**src/sliding_window_frame_rate_defines.svh**
```systemverilog
// Assertion helpers shared by the RTL. They sample on clock and are
// disabled while reset is high.
`ifndef SLIDING_WINDOW_FRAME_RATE_DEFINES_SVH
`define SLIDING_WINDOW_FRAME_RATE_DEFINES_SVH

// property holds at every edge
`define SWFR_ASSERT_ALWAYS(lbl, prop) \
   lbl: assert property (@(posedge clock) disable iff (reset) (prop)) \
      else $error("swfr invariant violated");

// same-cycle implication
`define SWFR_ASSERT_IMPLY(lbl, ante, cons) \
   lbl: assert property (@(posedge clock) disable iff (reset) (ante) |-> (cons)) \
      else $error("swfr implication violated");

// next-cycle implication
`define SWFR_ASSERT_NEXT(lbl, ante, cons) \
   lbl: assert property (@(posedge clock) disable iff (reset) (ante) |=> (cons)) \
      else $error("swfr next-cycle check violated");

`endif

```
**src/swfr_pkg.sv**
```systemverilog
package swfr_pkg;

   // window register
   localparam int unsigned WINDOW_BITS = 26;
   localparam logic [WINDOW_BITS-1:0] WINDOW_RESET = 26'd1000000;

   // rate format: unsigned 16.8, saturating
   localparam int unsigned RATE_BITS = 24;
   localparam logic [RATE_BITS-1:0] RATE_MAX = 24'hFFFFFF;

   // one second in microseconds, scaled by 2^8 for the fraction bits
   localparam int unsigned SCALED_SECOND = 256000000;
   localparam int unsigned SCALE_BITS = 28;

   // configuration port
   localparam int unsigned CSR_ADDR_BITS = 3;
   localparam int unsigned CSR_DATA_BITS = 32;
   localparam logic CSR_IDX_WINDOW = 1'b0;

   // divider handshake back to the sequencer
   typedef struct packed {
      logic busy;
      logic done;
   } div_status_type;

endpackage

```
**src/swfr_ring_mem.sv**
```systemverilog
module swfr_ring_mem #(
   parameter int unsigned DEPTH = 64,
   parameter int unsigned WIDTH = 48
) (
   input  logic                     clock,
   input  logic                     we,
   input  logic [$clog2(DEPTH)-1:0] waddr,
   input  logic [WIDTH-1:0]         wdata,
   input  logic                     re,
   input  logic [$clog2(DEPTH)-1:0] raddr,
   output logic [WIDTH-1:0]         rdata
);

   logic [WIDTH-1:0] mem_ff [DEPTH];
   logic [WIDTH-1:0] rdata_ff;

   // one write port
   always_ff @(posedge clock) begin
      if (we) begin
         mem_ff[waddr] <= wdata;
      end
   end

   // one read port, registered data
   always_ff @(posedge clock) begin
      if (re) begin
         rdata_ff <= mem_ff[raddr];
      end
   end

   assign rdata = rdata_ff;

endmodule

```
**src/swfr_divider.sv**
```systemverilog
module swfr_divider #(
   parameter int unsigned NUM_BITS = 35,
   parameter int unsigned DEN_BITS = 48
) (
   input  logic                           clock,
   input  logic                           reset,
   input  logic                           start,
   input  logic [NUM_BITS-1:0]            dividend,
   input  logic [DEN_BITS-1:0]            divisor,
   output swfr_pkg::div_status_type       status,
   output logic [swfr_pkg::RATE_BITS-1:0] rate
);
   import swfr_pkg::*;

   localparam int unsigned CNT_BITS = $clog2(NUM_BITS + 1);

   logic                busy_ff, busy_in;
   logic                done_ff, done_in;
   logic [CNT_BITS-1:0] cnt_ff, cnt_in;
   logic [NUM_BITS-1:0] dvd_ff, dvd_in;
   logic [NUM_BITS-1:0] quo_ff, quo_in;
   logic [DEN_BITS-1:0] rem_ff, rem_in;
   logic [DEN_BITS-1:0] den_ff, den_in;
   logic [DEN_BITS:0]   trial;
   logic [DEN_BITS:0]   diff;
   logic                fits;

   // restoring division, one quotient bit per cycle
   always_comb begin
      trial   = {rem_ff, dvd_ff[NUM_BITS-1]};
      diff    = trial - {1'b0, den_ff};
      fits    = (trial >= {1'b0, den_ff});
      busy_in = busy_ff;
      done_in = 1'b0;
      cnt_in  = cnt_ff;
      dvd_in  = dvd_ff;
      quo_in  = quo_ff;
      rem_in  = rem_ff;
      den_in  = den_ff;
      if (start) begin
         busy_in = 1'b1;
         cnt_in  = CNT_BITS'(NUM_BITS);
         dvd_in  = dividend;
         quo_in  = '0;
         rem_in  = '0;
         den_in  = divisor;
      end else if (busy_ff) begin
         dvd_in = {dvd_ff[NUM_BITS-2:0], 1'b0};
         quo_in = {quo_ff[NUM_BITS-2:0], fits};
         rem_in = fits ? diff[DEN_BITS-1:0] : trial[DEN_BITS-1:0];
         cnt_in = cnt_ff - CNT_BITS'(1);
         if (cnt_ff == CNT_BITS'(1)) begin
            busy_in = 1'b0;
            done_in = 1'b1;
         end
      end
   end

   always_ff @(posedge clock) begin
      if (reset) begin
         busy_ff <= 1'b0;
         done_ff <= 1'b0;
      end else begin
         busy_ff <= busy_in;
         done_ff <= done_in;
      end
      cnt_ff <= cnt_in;
      dvd_ff <= dvd_in;
      quo_ff <= quo_in;
      rem_ff <= rem_in;
      den_ff <= den_in;
   end

   // saturate to the rate format
   assign rate = (|quo_ff[NUM_BITS-1:RATE_BITS]) ? RATE_MAX : quo_ff[RATE_BITS-1:0];
   assign status.busy = busy_ff;
   assign status.done = done_ff;

endmodule

```
**src/sliding_window_frame_rate.sv**
```systemverilog
// Frame-rate meter over a sliding time window.
// Request channel (req_valid/req_ready, req_timestamp_us): one frame arrival
// stamp in microseconds, nondecreasing. Response channel (rsp_valid/rsp_ready):
// exactly one result per request: rsp_rate_fps (unsigned 16.8, saturating),
// rsp_frames_in_window and rsp_ring_overflow.
// CSR port (APB style, pready always high): window_us at byte address 0.
// Write it only while no request is in flight.
// One request is processed at a time. The walk covers the stamps stored
// before the request plus its own, at most RING_DEPTH; the divider works on
// NUM_BITS = clog2(RING_DEPTH+1) + 28 bits (35 at the default depth). The
// time to a result is set by the walk over the stamp memory, one read per
// stamp through its single read port, and by the bit-serial divider. The
// next request can be taken in the same cycle that rsp_valid rises; if the
// receiver stalls, a finished result waits in the sequencer until the output
// register frees up, and no further request is taken meanwhile.
// Reset clears the ring (count and slot pointer), loads window_us with
// 1000000 and drops any pending response. No clearing pass is needed.
`include "sliding_window_frame_rate_defines.svh"

module sliding_window_frame_rate #(
   parameter int unsigned RING_DEPTH = 64,
   parameter int unsigned TIME_BITS  = 48
) (
   input  logic                                clock,
   input  logic                                reset,
   // request channel
   input  logic                                req_valid,
   output logic                                req_ready,
   input  logic [TIME_BITS-1:0]                req_timestamp_us,
   // response channel
   output logic                                rsp_valid,
   input  logic                                rsp_ready,
   output logic [swfr_pkg::RATE_BITS-1:0]      rsp_rate_fps,
   output logic [$clog2(RING_DEPTH+1)-1:0]     rsp_frames_in_window,
   output logic                                rsp_ring_overflow,
   // configuration port
   input  logic                                csr_psel,
   input  logic                                csr_penable,
   input  logic                                csr_pwrite,
   input  logic [swfr_pkg::CSR_ADDR_BITS-1:0]  csr_paddr,
   input  logic [swfr_pkg::CSR_DATA_BITS-1:0]  csr_pwdata,
   output logic [swfr_pkg::CSR_DATA_BITS-1:0]  csr_prdata,
   output logic                                csr_pready
);
   import swfr_pkg::*;

   localparam int unsigned ADDR_BITS = $clog2(RING_DEPTH);
   localparam int unsigned CNT_BITS  = $clog2(RING_DEPTH + 1);
   localparam int unsigned NUM_BITS  = CNT_BITS + SCALE_BITS;

   typedef enum logic [2:0] {
      ST_IDLE,
      ST_INSERT,
      ST_WALK,
      ST_SETUP,
      ST_DIVIDE,
      ST_RESULT
   } state_type;

   function automatic logic [ADDR_BITS-1:0] slot_dec(input logic [ADDR_BITS-1:0] s);
      return (s == '0) ? ADDR_BITS'(RING_DEPTH - 1) : s - ADDR_BITS'(1);
   endfunction

   function automatic logic [ADDR_BITS-1:0] slot_inc(input logic [ADDR_BITS-1:0] s);
      return (s == ADDR_BITS'(RING_DEPTH - 1)) ? '0 : s + ADDR_BITS'(1);
   endfunction

   // control
   state_type            state_ff, state_in;
   logic [WINDOW_BITS-1:0] window_ff, window_in;
   logic [ADDR_BITS-1:0] newest_ff, newest_in;
   logic [CNT_BITS-1:0]  count_ff, count_in;
   logic                 start_ff, start_in;
   logic                 rsp_valid_ff, rsp_valid_in;
   // per-request working registers
   logic [TIME_BITS-1:0] t_ff, t_in;
   logic [TIME_BITS-1:0] thr_ff, thr_in;
   logic                 ovf_ff, ovf_in;
   logic [CNT_BITS-1:0]  total_ff, total_in;
   logic [CNT_BITS-1:0]  rd_cnt_ff, rd_cnt_in;
   logic [ADDR_BITS-1:0] rd_addr_ff, rd_addr_in;
   logic [ADDR_BITS-1:0] wr_addr_ff, wr_addr_in;
   logic [CNT_BITS-1:0]  kept_ff, kept_in;
   logic                 rd_valid_ff, rd_valid_in;
   logic                 have_past_ff, have_past_in;
   logic [TIME_BITS-1:0] past_ff, past_in;
   logic [TIME_BITS-1:0] last_kept_ff, last_kept_in;
   logic [NUM_BITS-1:0]  num_ff, num_in;
   logic [TIME_BITS-1:0] den_ff, den_in;
   logic                 zero_ff, zero_in;
   logic [RATE_BITS-1:0] rate_res_ff, rate_res_in;
   // response payload
   logic [RATE_BITS-1:0] rsp_rate_ff, rsp_rate_in;
   logic [CNT_BITS-1:0]  rsp_frames_ff, rsp_frames_in;
   logic                 rsp_ovf_ff, rsp_ovf_in;

   // memory and divider hookup
   logic                 mem_we, mem_re;
   logic [ADDR_BITS-1:0] mem_waddr, mem_raddr;
   logic [TIME_BITS-1:0] mem_wdata, mem_rdata;
   div_status_type       div_status;
   logic [RATE_BITS-1:0] div_rate;

   logic                 req_fire, csr_write, keep, out_free, full;
   logic [TIME_BITS-1:0] window_ext, ref_stamp;

   assign req_ready = (state_ff == ST_IDLE);
   assign req_fire  = req_valid && req_ready;
   assign csr_write = csr_psel && csr_penable && csr_pwrite && csr_pready;
   assign out_free  = !rsp_valid_ff || rsp_ready;
   assign window_ext = TIME_BITS'(window_ff);
   assign full      = (count_ff >= CNT_BITS'(RING_DEPTH));
   assign keep      = (mem_rdata >= thr_ff);
   assign ref_stamp = have_past_ff ? past_ff : last_kept_ff;

   // memory port usage
   always_comb begin
      mem_re    = (state_ff == ST_WALK) && (rd_cnt_ff != total_ff);
      mem_raddr = rd_addr_ff;
      if (state_ff == ST_INSERT) begin
         mem_we    = 1'b1;
         mem_waddr = newest_ff;
         mem_wdata = t_ff;
      end else begin
         mem_we    = (state_ff == ST_WALK) && rd_valid_ff && keep;
         mem_waddr = wr_addr_ff;
         mem_wdata = mem_rdata;
      end
   end

   // sequencer next state
   always_comb begin
      state_in      = state_ff;
      window_in     = window_ff;
      newest_in     = newest_ff;
      count_in      = count_ff;
      start_in      = 1'b0;
      rsp_valid_in  = rsp_valid_ff && !rsp_ready;
      t_in          = t_ff;
      thr_in        = thr_ff;
      ovf_in        = ovf_ff;
      total_in      = total_ff;
      rd_cnt_in     = rd_cnt_ff;
      rd_addr_in    = rd_addr_ff;
      wr_addr_in    = wr_addr_ff;
      kept_in       = kept_ff;
      rd_valid_in   = 1'b0;
      have_past_in  = have_past_ff;
      past_in       = past_ff;
      last_kept_in  = last_kept_ff;
      num_in        = num_ff;
      den_in        = den_ff;
      zero_in       = zero_ff;
      rate_res_in   = rate_res_ff;
      rsp_rate_in   = rsp_rate_ff;
      rsp_frames_in = rsp_frames_ff;
      rsp_ovf_in    = rsp_ovf_ff;

      if (csr_write && (csr_paddr[2] == CSR_IDX_WINDOW)) begin
         window_in = csr_pwdata[WINDOW_BITS-1:0];
      end

      unique case (state_ff)
         ST_IDLE: begin
            if (req_fire) begin
               t_in      = req_timestamp_us;
               ovf_in    = full;
               total_in  = (full ? CNT_BITS'(RING_DEPTH - 1) : count_ff) + CNT_BITS'(1);
               newest_in = slot_inc(newest_ff);
               state_in  = ST_INSERT;
            end
         end
         ST_INSERT: begin
            // stamp goes in this cycle; set up the walk
            thr_in       = (t_ff > window_ext) ? t_ff - window_ext : '0;
            rd_cnt_in    = '0;
            rd_addr_in   = newest_ff;
            wr_addr_in   = newest_ff;
            kept_in      = '0;
            have_past_in = 1'b0;
            state_in     = ST_WALK;
         end
         ST_WALK: begin
            // issue reads newest to oldest
            rd_valid_in = mem_re;
            if (mem_re) begin
               rd_cnt_in  = rd_cnt_ff + CNT_BITS'(1);
               rd_addr_in = slot_dec(rd_addr_ff);
            end
            // evaluate returned stamp; kept ones are compacted in place
            if (rd_valid_ff) begin
               if (keep) begin
                  kept_in      = kept_ff + CNT_BITS'(1);
                  wr_addr_in   = slot_dec(wr_addr_ff);
                  last_kept_in = mem_rdata;
               end else if (!have_past_ff) begin
                  past_in      = mem_rdata;
                  have_past_in = 1'b1;
               end
            end
            if (!mem_re && !rd_valid_ff) begin
               state_in = ST_SETUP;
            end
         end
         ST_SETUP: begin
            count_in = kept_ff;
            num_in   = NUM_BITS'(kept_ff) * NUM_BITS'(SCALED_SECOND);
            den_in   = t_ff - ref_stamp;
            zero_in  = !(t_ff > ref_stamp);
            start_in = 1'b1;
            state_in = ST_DIVIDE;
         end
         ST_DIVIDE: begin
            if (div_status.done) begin
               rate_res_in = zero_ff ? '0 : div_rate;
               state_in    = ST_RESULT;
            end
         end
         ST_RESULT: begin
            if (out_free) begin
               rsp_valid_in  = 1'b1;
               rsp_rate_in   = rate_res_ff;
               rsp_frames_in = count_ff;
               rsp_ovf_in    = ovf_ff;
               state_in      = ST_IDLE;
            end
         end
         default: begin
            state_in = ST_IDLE;
         end
      endcase
   end

   always_ff @(posedge clock) begin
      if (reset) begin
         state_ff     <= ST_IDLE;
         window_ff    <= WINDOW_RESET;
         newest_ff    <= '0;
         count_ff     <= '0;
         start_ff     <= 1'b0;
         rsp_valid_ff <= 1'b0;
      end else begin
         state_ff     <= state_in;
         window_ff    <= window_in;
         newest_ff    <= newest_in;
         count_ff     <= count_in;
         start_ff     <= start_in;
         rsp_valid_ff <= rsp_valid_in;
      end
      t_ff          <= t_in;
      thr_ff        <= thr_in;
      ovf_ff        <= ovf_in;
      total_ff      <= total_in;
      rd_cnt_ff     <= rd_cnt_in;
      rd_addr_ff    <= rd_addr_in;
      wr_addr_ff    <= wr_addr_in;
      kept_ff       <= kept_in;
      rd_valid_ff   <= rd_valid_in;
      have_past_ff  <= have_past_in;
      past_ff       <= past_in;
      last_kept_ff  <= last_kept_in;
      num_ff        <= num_in;
      den_ff        <= den_in;
      zero_ff       <= zero_in;
      rate_res_ff   <= rate_res_in;
      rsp_rate_ff   <= rsp_rate_in;
      rsp_frames_ff <= rsp_frames_in;
      rsp_ovf_ff    <= rsp_ovf_in;
   end

   swfr_ring_mem #(
      .DEPTH (RING_DEPTH),
      .WIDTH (TIME_BITS)
   ) u_ring (
      .clock (clock),
      .we    (mem_we),
      .waddr (mem_waddr),
      .wdata (mem_wdata),
      .re    (mem_re),
      .raddr (mem_raddr),
      .rdata (mem_rdata)
   );

   swfr_divider #(
      .NUM_BITS (NUM_BITS),
      .DEN_BITS (TIME_BITS)
   ) u_div (
      .clock    (clock),
      .reset    (reset),
      .start    (start_ff),
      .dividend (num_ff),
      .divisor  (den_ff),
      .status   (div_status),
      .rate     (div_rate)
   );

   // outputs
   assign rsp_valid            = rsp_valid_ff;
   assign rsp_rate_fps         = rsp_rate_ff;
   assign rsp_frames_in_window = rsp_frames_ff;
   assign rsp_ring_overflow    = rsp_ovf_ff;
   assign csr_pready           = 1'b1;
   assign csr_prdata = (csr_paddr[2] == CSR_IDX_WINDOW) ?
                       CSR_DATA_BITS'(window_ff) : '0;

   // checks
   `SWFR_ASSERT_ALWAYS(a_count_bound, count_ff <= CNT_BITS'(RING_DEPTH))
   `SWFR_ASSERT_IMPLY(a_walk_no_clash, mem_we && mem_re, mem_waddr != mem_raddr)
   `SWFR_ASSERT_IMPLY(a_kept_le_read, state_ff == ST_WALK, kept_ff <= rd_cnt_ff)
   `SWFR_ASSERT_IMPLY(a_rsp_nonempty, rsp_valid_ff, rsp_frames_ff != '0)
   `SWFR_ASSERT_NEXT(a_one_in_flight, req_valid && req_ready, !req_ready)

endmodule

```
**config.mk**
```make
export PLATFORM = sky130hd
export DESIGN_NAME = sliding_window_frame_rate
export DESIGN_NICKNAME = d
export VERILOG_FILES = /design/src/swfr_pkg.sv /design/src/swfr_ring_mem.sv /design/src/swfr_divider.sv /design/src/sliding_window_frame_rate.sv
export VERILOG_INCLUDE_DIRS = /design/src /design/src/src
export SDC_FILE = /design/constraint.sdc
export NUM_CORES = 2
export LEC_CHECK = 0
export BUFFER_PORTS_ARGS = -buffer_cell sky130_fd_sc_hd__buf_2
export CORE_ASPECT_RATIO = 1.2
export CORE_MARGIN = 2
export CORE_UTILIZATION = 33
export CTS_CLUSTER_SIZE = 20
export DETAILED_ROUTE_END_ITERATION = 10
export SYNTH_ARGS = -nofsm -noshare
export SYNTH_HDL_FRONTEND = slang
export SYNTH_SLANG_ARGS = --single-unit
```
**constraint.sdc**
```tcl
create_clock -name clock -period 5.2 [get_ports clock]
set_clock_uncertainty 0.2 [all_clocks]
set_input_delay 0.78 -clock clock [delete_from_list [all_inputs] [get_ports clock]]
set_output_delay 0.78 -clock clock [all_outputs]
set_load 0.1 [all_outputs]
```
==> key figures <==
Yosys
  • Mapped cell area: approximately 150000 µm²
  • Mux contribution to synthesized area: 15.8%
  • Share of the yosys chip area belonging to registers: approximately 73%
  • Syn_area_per_cell: just under 20 µm²
  • Adder-cell share of the synthesized area: roughly 2.1%
  • Synthesized instance count: approximately 7600
  • Number of synthesized flops with an enable pin: 3542
  • Ys flop type: edfxtp_1
  • Synth Area in XOR/XNOR: less than 1%
  • Synth Area in Compound Gates: roughly 3.1%
  • Yosys warns: 0
  • Netlist cell types: about 90
  • Synthesized flop and latch total: approximately 3700
  • Asr flop ratio synth: 0%
  • Largest family of logic cells by synthesized area: multiplexers
  • Simple-gate share of the synthesized area: 3.29%

Finish
  • Commonest non-fill, non-tap cell in the layout: edfxtp_1
  • Nets: approximately 8500
  • Most frequent cells in the layout: edfxtp_1, mux4_2, nand2_1
  • Final std cells w/o fill: around 14000
  • Fin util: 38.6%
  • Synth-to-Final Area Change: 16.7%
  • Layout cell share with drive strength beyond 1: about 26%

Clock tree
  • CTS tree: yes
  • Root Buffer: clkbuf_16
  • Post-CTS Setup Inserts: 0
  • Depth of the CTS H-tree: 5
  • Total CTS buffers: between 300 and 400
  • Clock transition at path regs: 0.06 ns
  • Worst-skew pair later-pin latency: just over 0.9 ns
  • CTS Sinks: 3678
  • CTS Buffer Depth: 4

Die
  • FP Rows: 270
  • Die footprint: about 460000 µm²
  • Core ar.: 450000 µm²
  • # IOs: 157
  • Die X: 617 µm
  • Starting Density: between 30% and 40%
  • Die span in y: roughly 740 µm

Timing
  • Fin crit period: about 4.8 ns
  • Max Clk Rate: between 200 and 250 MHz
  • Final setup fails: 0
  • WHS: about 0.21 ns
  • Max-slew headroom at the worst pin: between 15 and 20%
  • Tcrit/Tclk final: 92.0%
  • Slew Viols, Final: 0
  • RSZ-0062 raised after global routing: false
  • Slew @ Worst Pin: 1.26 ns
  • Fin. Hold Viols: 0
  • Sum of negative setup slack: 0 ns

Place
  • Hpwl dp: between 200000 and 250000 µm
  • GP Congestion: approximately 0.86
  • Cells after DPL: about 14000
  • Port Buf Inserts: around 140

Flow run
  • Max-Cap Viols: 0

Global routing
  • Tot GR Track Use: 17.1%
  • Vias in the first global route: a little under 80000
  • Initial antenna violation count: 12
  • Largest net degree at the start of global routing: roughly 120
  • Global-route wire length before repair: ~570000 µm
  • Aggregate global routing overflow: 0

Power
  • Sw Pwr: about 0.032 W
  • Total power: around 0.1 W
  • Clock power frac: 26.6%
  • Gate power share: between 30 and 40%
  • Internal power: 0.0659 W
  • PwrDens: 565 nW/µm²
  • Peak VDD IR: 0.507 mV
  • Switching part of the total: between 30% and 40%
  • Total leakage power: ~56 nW
  • Share of power burned in registers: 40.5%

Critical path
  • Worst setup SP type: register
  • Worst Path Arrival: between 5 and 6 ns
  • Most frequent CP cell: buf_4
  • Req. time, crit path: ~5.6 ns
  • Critical path peak fanout: 14
  • CP cell instances: buf_4 -> buf_4 -> mux2i_1 -> ha_1 -> nand2_1 -> nor4bb_1 -> o31ai_1 -> buf_4 -> a211oi_1 -> o2111ai_1 -> o211ai_1 -> a41o_1 -> and3b_1 -> a2111oi_2 -> xnor2_1
  • Worst Path Class, Setup: register to register
  • Crit-path max cell delay: between 0.5 and 0.6 ns
  • CP max-delay cell: edfxtp_1
  • Crit path max-delay family: compound AO/OA/AOI/OAI gates
  • CP Buf/Inv Count: 3
  • Endpoint kind of the worst setup timing path: register

Drt
  • Total Routed Length: about 400000 µm
  • Via/cell ratio: around 5.3
  • Initial drt markers: a little over 8000
  • Wire per inst: approximately 28 µm
  • Via count: slightly below 80000
  • Pre-Repair DR Iteration Count: 7
  • Antenna viol nets, final: 0
  • Drt drc: 0

Outcome
  • Status: complete, no violations

Worst hold path
  • Min-delay worst type: register to register
-- repair_timing --
item,in CTS,in global routing
resized for setup,0,0
endpoints found under the hold margin,75,0
hold buffers,75,0
-- cells by family after synthesis --
family | after synthesis
AOI/OAI and AO/OA | 693
adders and majority gates | 243
and+or+nand+nor | 1101
other | 2
buffers and inverters | 558
xor gates and xnor gates | 150
muxes | 1139
DFF | 3678
-- worst register-to-register path, stage by stage (launching register included) --
cell and delay, ns:
edfxtp_1 0.55, buf_4 0.22, buf_4 0.28, mux2i_1 0.13
ha_1 0.38, nand2_1 0.11, nor4bb_1 0.34, o31ai_1 0.15
buf_4 0.19, a211oi_1 0.50, o2111ai_1 0.31, o211ai_1 0.39
a41o_1 0.33, and3b_1 0.22, a2111oi_2 0.06, xnor2_1 0.14
-- state kept, by name, summed over array words and instances (netlist names), 21 cells and up --
name           count
den_ff            48
last_kept_ff      48
num_ff            21
past_ff           48
rate_res_ff       24
rsp_rate_fps      24
t_ff              48
thr_ff            48
u_div.den_ff      48
u_div.dvd_ff      21
u_div.quo_ff      35
u_div.rem_ff      48
u_ring.mem_ff   3072
u_ring.rdata      48
window_ff         26
-- layer usage --
| layer | track usage [%] | share of wire (%) |
|---|---|---|
| met5 | 0 | 0.0043 |
| met2 | 29.4 | 50 |
| met3 | 2.73 | 7.0 |
| met1 | 22.4 | 40 |
| met4 | 5.06 | 3.0 |
-- power groups by stage --
stage                     Sequential (W)  Clock, W  Combinational, W
after floorplan                   0.0401         0            0.0202
after global placement            0.0403         0            0.0320
after detailed placement          0.0403         0            0.0325
after CTS                         0.0397    0.0265            0.0327
after global routing              0.0398    0.0276            0.0345
final                             0.0397    0.0261            0.0323
-- final cells by class --
type | count | area, µm²
tap | 5984 | 7490
inverter | 184 | 694
clock inverter | 206 | 2040
fill | 39925 | 276000
timing repair buffer | 608 | 6490
multi-input combinational | 3333 | 38000
sequential | 3678 | 109000
antenna | 14 | 35.0
clock buffer | 454 | 9670
-- stage by stage --
| stage | instance area, µm² | setup slack [ns] |
|---|---|---|
| global placement | 161000 | 0.464 |
| CTS | 173000 | 0.488 |
| global route | 173000 | 0.124 |
| floorplan | 149000 | 0.180 |
| finish | 173000 | 0.415 |
| detailed placement | 161000 | 0.523 |
-- path summary, 6_finish.rpt --
kind	cells past startpoint	to	slack, ns	from
setup / recovery	15	den_ff[46]	0.42	have_past_ff
hold / removal	0	u_div.den_ff[46]	0.21	den_ff[46]
setup reg to reg	15	den_ff[46]	0.42	have_past_ff
hold reg to reg	0	u_div.den_ff[46]	0.21	den_ff[46]
-- cells in the mapped netlist (9+ instances only) --
master	n	area, µm²
xor2_1	62	543
nand3_1	55	275
clkbuf_1	241	905
xnor2_1	88	771
buf_1	86	323
or3_1	17	106
a31oi_1	14	87.6
or2_2	10	62.6
mux2i_1	136	1360
and3_1	12	75.1
nand2b_1	24	150
a211oi_1	24	180
nand2_1	405	1520
buf_2	32	160
fa_1	15	300
nor2_1	397	1490
buf_4	9	67.6
o211ai_1	14	105
mux4_2	957	21600
or4_1	14	105
nand4_1	29	181
a21o_1	85	638
nor3_1	45	225
nor4_1	14	87.6
o21ai_0	126	631
o221ai_1	19	166
ha_1	228	2850
o21bai_1	19	143
mux2_2	46	518
inv_1	182	683
o22ai_1	21	131
dfxtp_1	136	2720
a211o_1	9	78.8
a21oi_1	211	1060
nor2b_1	30	188
and2_1	14	87.6
o31ai_1	19	143
o21a_1	24	180
edfxtp_1	3542	106000
a311oi_1	39	342
Power figures use the tool's default switching activity.
